<file path="src/sv/bicubic_bspline_grid_evaluator_unit_defines.svh">
// Assertion macros for the bicubic B-spline grid evaluator.
// Used by the top level only; expects clk_i and rst_ni in scope.
`ifndef BICUBIC_BSPLINE_GRID_EVALUATOR_UNIT_DEFINES_SVH
`define BICUBIC_BSPLINE_GRID_EVALUATOR_UNIT_DEFINES_SVH
`ifndef SYNTHESIS
`define BBGE_ASSERT_IMP(lbl, ante, cons) \
  lbl: assert property (@(posedge clk_i) disable iff (!rst_ni) (ante) |-> (cons)) \
    else $error("bbge: same-cycle check failed");
`define BBGE_ASSERT_NEXT(lbl, ante, cons) \
  lbl: assert property (@(posedge clk_i) disable iff (!rst_ni) (ante) |=> (cons)) \
    else $error("bbge: next-cycle check failed");
`else
`define BBGE_ASSERT_IMP(lbl, ante, cons)
`define BBGE_ASSERT_NEXT(lbl, ante, cons)
`endif
`endif

</file>
<file path="src/sv/bbge_ram.sv">
// Generic single-clock RAM, one write port and one registered read port.
// No dependencies.
module bbge_ram #(
  parameter int WIDTH = 32,
  parameter int DEPTH = 16
) (
  input  logic                     clk_i,
  input  logic                     we_i,
  input  logic [$clog2(DEPTH)-1:0] waddr_i,
  input  logic [WIDTH-1:0]         wdata_i,
  input  logic                     re_i,
  input  logic [$clog2(DEPTH)-1:0] raddr_i,
  output logic [WIDTH-1:0]         rdata_o
);

  logic [WIDTH-1:0] mem_q [DEPTH];
  logic [WIDTH-1:0] rdata_q;

  always_ff @(posedge clk_i) begin
    if (we_i) begin
      mem_q[waddr_i] <= wdata_i;
    end
    if (re_i) begin
      rdata_q <= mem_q[raddr_i];
    end
  end

  assign rdata_o = rdata_q;

endmodule

</file>
<file path="config.mk">
export PLATFORM = sky130hd
export DESIGN_NAME = bbge_ram
export DESIGN_NICKNAME = d
export VERILOG_FILES = /design/src/sv/bicubic_bspline_grid_evaluator_unit_defines.svh /design/src/sv/bbge_ram.sv
export SDC_FILE = /design/constraint.sdc
export NUM_CORES = 1
export LEC_CHECK = 0
export BUFFER_PORTS_ARGS = -buffer_cell sky130_fd_sc_hd__buf_2
export CAP_MARGIN = 10
export CORE_MARGIN = 2
export CORE_UTILIZATION = 45
export CTS_BUF_LIST = sky130_fd_sc_hd__clkbuf_4
export DETAILED_ROUTE_END_ITERATION = 8
export MAX_ROUTING_LAYER = met4
export PLACE_DENSITY_LB_ADDON = 0.1
export SYNTH_ARGS = -nofsm -noshare
export SYNTH_HDL_FRONTEND = slang
export SYNTH_SLANG_ARGS = --single-unit
</file>
<file path="constraint.sdc">
create_clock -name clk_i -period 7.13 [get_ports clk_i]
set_input_delay 0.713 -clock clk_i [delete_from_list [all_inputs] [get_ports clk_i]]
set_output_delay 0.713 -clock clk_i [all_outputs]
set_load 0.005 [all_outputs]
</file>
==> results.yml <==
worst_setup_path:
  cp.required_ps: 7680
  crit_buf_inv: 2
  path_class: "input pin to flop"
  slowest_stage: "buf_4"
  r2r_slack_ps: 5690
  r2r_cells: 3
  crit_path_start_kind: "input pin"
  cpMostUsedCell: "buf_4"
  cp.arrival_ps: 3170
  cp-endpoint: "rdata_o[22]$_DFFE_PP_"
  cpPeakStageDelay_ps: 820
  r2r-start: "mem_q[11][22]$_DFFE_PP_"
  crit_family: "buffers and inverters"
  path_cells: "buf_4 > buf_4 > mux4_2 > a22oi_1 > nand2_1"
  critical_path.max_fanout: 73
  worst_setup_path_end_kind: "flop"
  cp-startpoint: "raddr_i[1]"
  cp.depth: 5
  timing.rr.end: "rdata_o[22]$_DFFE_PP_"
timing:
  final.period_utilization_pct: 36.9
  min_period_ps: 2630
  worstMarginPinSlew_ps: 1150
  finalSetupViolations: 0
  fin_tns_setup_ps: 0
  skew_ps: 33.4
  max_freq_mhz: 380
  slew_headroom_pct: 23.5
  drv_slew: 0
  grt_setup_unrepaired: "false"
  hold_violations: 0
  hold_ws_ps: 257
cts:
  clock_latency_ps: 830
  post-cts-setup-buffers: 0
  root_buffer: "clkbuf_4"
  cts_max_level: 4
  clk_pin_slew_ps: 60
  cts_resized: 0
  cts.sinks: 544
  postCtsHoldBufs: 0
  clockBufferDepth: 3
  cts_tree: "built"
  cts_buffers: 140
synthesis:
  synth-warning-count: 0
  syn_inst: 838
  ys_seq_area_share_pct: 81.0
  syn_nets: 881
  ys_ff_latch: 544
  yosysUniqueCellTypes: 17
  synth_area_per_cell_um2: 24.1
  netlist_area_um2: 20200
finish:
  finalNetCount: 1079
  multi_input_area_um2: 3750
  nFillCells: 3476
  area_growth_pct: 14.9
  seqCellArea_um2: 16300
  post_route_cells_drive_above_1_share_pct: 41.4
grt:
  grt.total_usage_pct: 20.9
  grt-ovfl-total: 0
  grt_pass1_wl_um: 66500
  grt_pass1_vias: 10470
  antenna_found_initial: 4
  grt_max_degree: 74
worst_hold_path:
  hp-class: "input pin to flop"
  min_from: "wdata_i[15]"
outcome:
  outcome: "finished clean"
placed_design:
  port_buffers: 74
  gp_congestion: 0.704
  hpwl_um: 21400
detailed_routing:
  wl_um: 45500
  drtIter0Drc: 902
  drc: 0
  first_pass_iters: 5
  via_count: 9633
  wire_per_inst_um: 26.4
  viasPerCell: 5.59
  postRouteAntennaNets: 0
floorplan:
  die_w_um: 216
  die_y_um: 216
  initial_core_util_pct: 45.6
  io_pins: 75
  die_area_um2: 46500
  coreArea_um2: 44200
  placementRows: 77
power_and_ir_drop:
  pwr-share-seq_pct: 55.2
  p_leak_nw: 7.57
  switching_share_pct: 20.8
  combPwrFrac_pct: 4.6
  clkPwrFrac_pct: 40.2
  vdd_drop_max_mv: 0.140
  power_mw: 6.57
  power.density_nw_per_um2: 283
  internal-power_mw: 5.20
  p_sw_mw: 1.36
flow_run:
  maxCapViolCount: 0
[worst min-delay path by stage]
stage                        endpoint  cells past startpoint  slack, ps
3_5_place_dp    rdata_o[20]$_DFFE_PP_                      3        740
6_report       mem_q[0][15]$_DFFE_PP_                      1        260
5_1_grt        mem_q[11][0]$_DFFE_PP_                      1        200
3_3_place_gp    rdata_o[18]$_DFFE_PP_                      3        730
4_1_cts        mem_q[0][15]$_DFFE_PP_                      1        160
2_1_floorplan    rdata_o[0]$_DFFE_PP_                      3        710
[power groups by stage]
| stage | clock network [mW] | registers (mW) | logic [mW] |
|---|---|---|---|
| 2_1_floorplan | 0 | 3.69 | 0.172 |
| 3_3_place_gp | 0 | 3.69 | 0.300 |
| 3_5_place_dp | 0 | 3.69 | 0.309 |
| 4_1_cts | 2.73 | 3.62 | 0.310 |
| 5_1_grt | 2.88 | 3.63 | 0.330 |
| 6_report | 2.64 | 3.62 | 0.303 |
[kinds of logic (layout without fill, tap and decap cells)]
| group | count (synthesis) | after routing | share of synthesized area (%) |
|---|---|---|---|
| compound gates | 64 | 64 | 2.38 |
| other cells | 0 | 4 | 0 |
| simple gates | 59 | 59 | 1.25 |
| buf+inv | 43 | 331 | 1.10 |
| mux | 128 | 128 | 14.3 |
| flops | 544 | 544 | 81.0 |
[per-layer routing]
layer  part of all wire, %  GRT usage (%)
met2                    53           35.2
met5                     0              -
met1                    39           24.9
met4                   1.9           7.70
met3                   5.5           4.33
[layout by cell type (no fill, tap or decap)]
| cell | Yosys | final |
|---|---|---|
| buf_4 | 11 | 26 |
| nand3b_1 | 2 | 2 |
| or3b_2 | 1 | 1 |
| and2_2 | 0 | 1 |
| nand3_1 | 1 | 1 |
| clkbuf_4 | 0 | 203 |
| inv_2 | 0 | 8 |
| bufinv_16 | 0 | 5 |
| diode_2 | 0 | 4 |
| clkinv_4 | 0 | 1 |
| nand2_1 | 33 | 33 |
| clkinv_2 | 0 | 1 |
| nand2b_1 | 2 | 2 |
| clkinv_1 | 0 | 14 |
| edfxtp_1 | 544 | 544 |
| buf_2 | 4 | 72 |
| nor3_2 | 0 | 4 |
| a22oi_1 | 64 | 64 |
| clkbuf_8 | 0 | 1 |
| mux4_2 | 128 | 128 |
| nor2_4 | 0 | 13 |
| nor2b_4 | 0 | 2 |
[Yosys cell counts]
library cell  count  area share [%]
nand3_1           1           0.025
or3b_2            1           0.043
buf_1             9            0.17
nor3_1            4           0.099
nand2b_1          2           0.062
mux4_2          128              14
nor2b_1           2           0.062
nor2_1           13            0.24
nand2_1          33            0.61
a22oi_1          64             2.4
buf_2             4           0.099
clkbuf_1         17            0.32
and2_1            1           0.031
buf_6             2            0.11
nand3b_1          2           0.074
edfxtp_1        544              81
buf_4            11            0.41
[metrics by stage]
stage          utilization [%]  area (um2)  setup WS (ps)  std cells
6_report                  52.4       23200           4500       1722
4_1_cts                   52.4       23200           4560       1718
5_1_grt                   52.4       23200           4390       1722
3_3_place_gp              48.4       21400           3700       1486
2_1_floorplan                -       20200           3240        838
3_5_place_dp              48.4       21400           3660       1486
[state kept, by name, summed over array words and instances (netlist names)]
name,cells
rdata_o,32
mem_q,512
[area by class of cell]
class | count | share of cell area [%]
tap | 592 | 3.20
sequential | 544 | 70.5
timing repair buffer | 99 | 2.46
antenna | 4 | 0.0432
clock inverter | 29 | 1.06
clock buffer | 203 | 6.58
multi-input combinational | 251 | 16.2
Power figures use the tool's default switching activity.
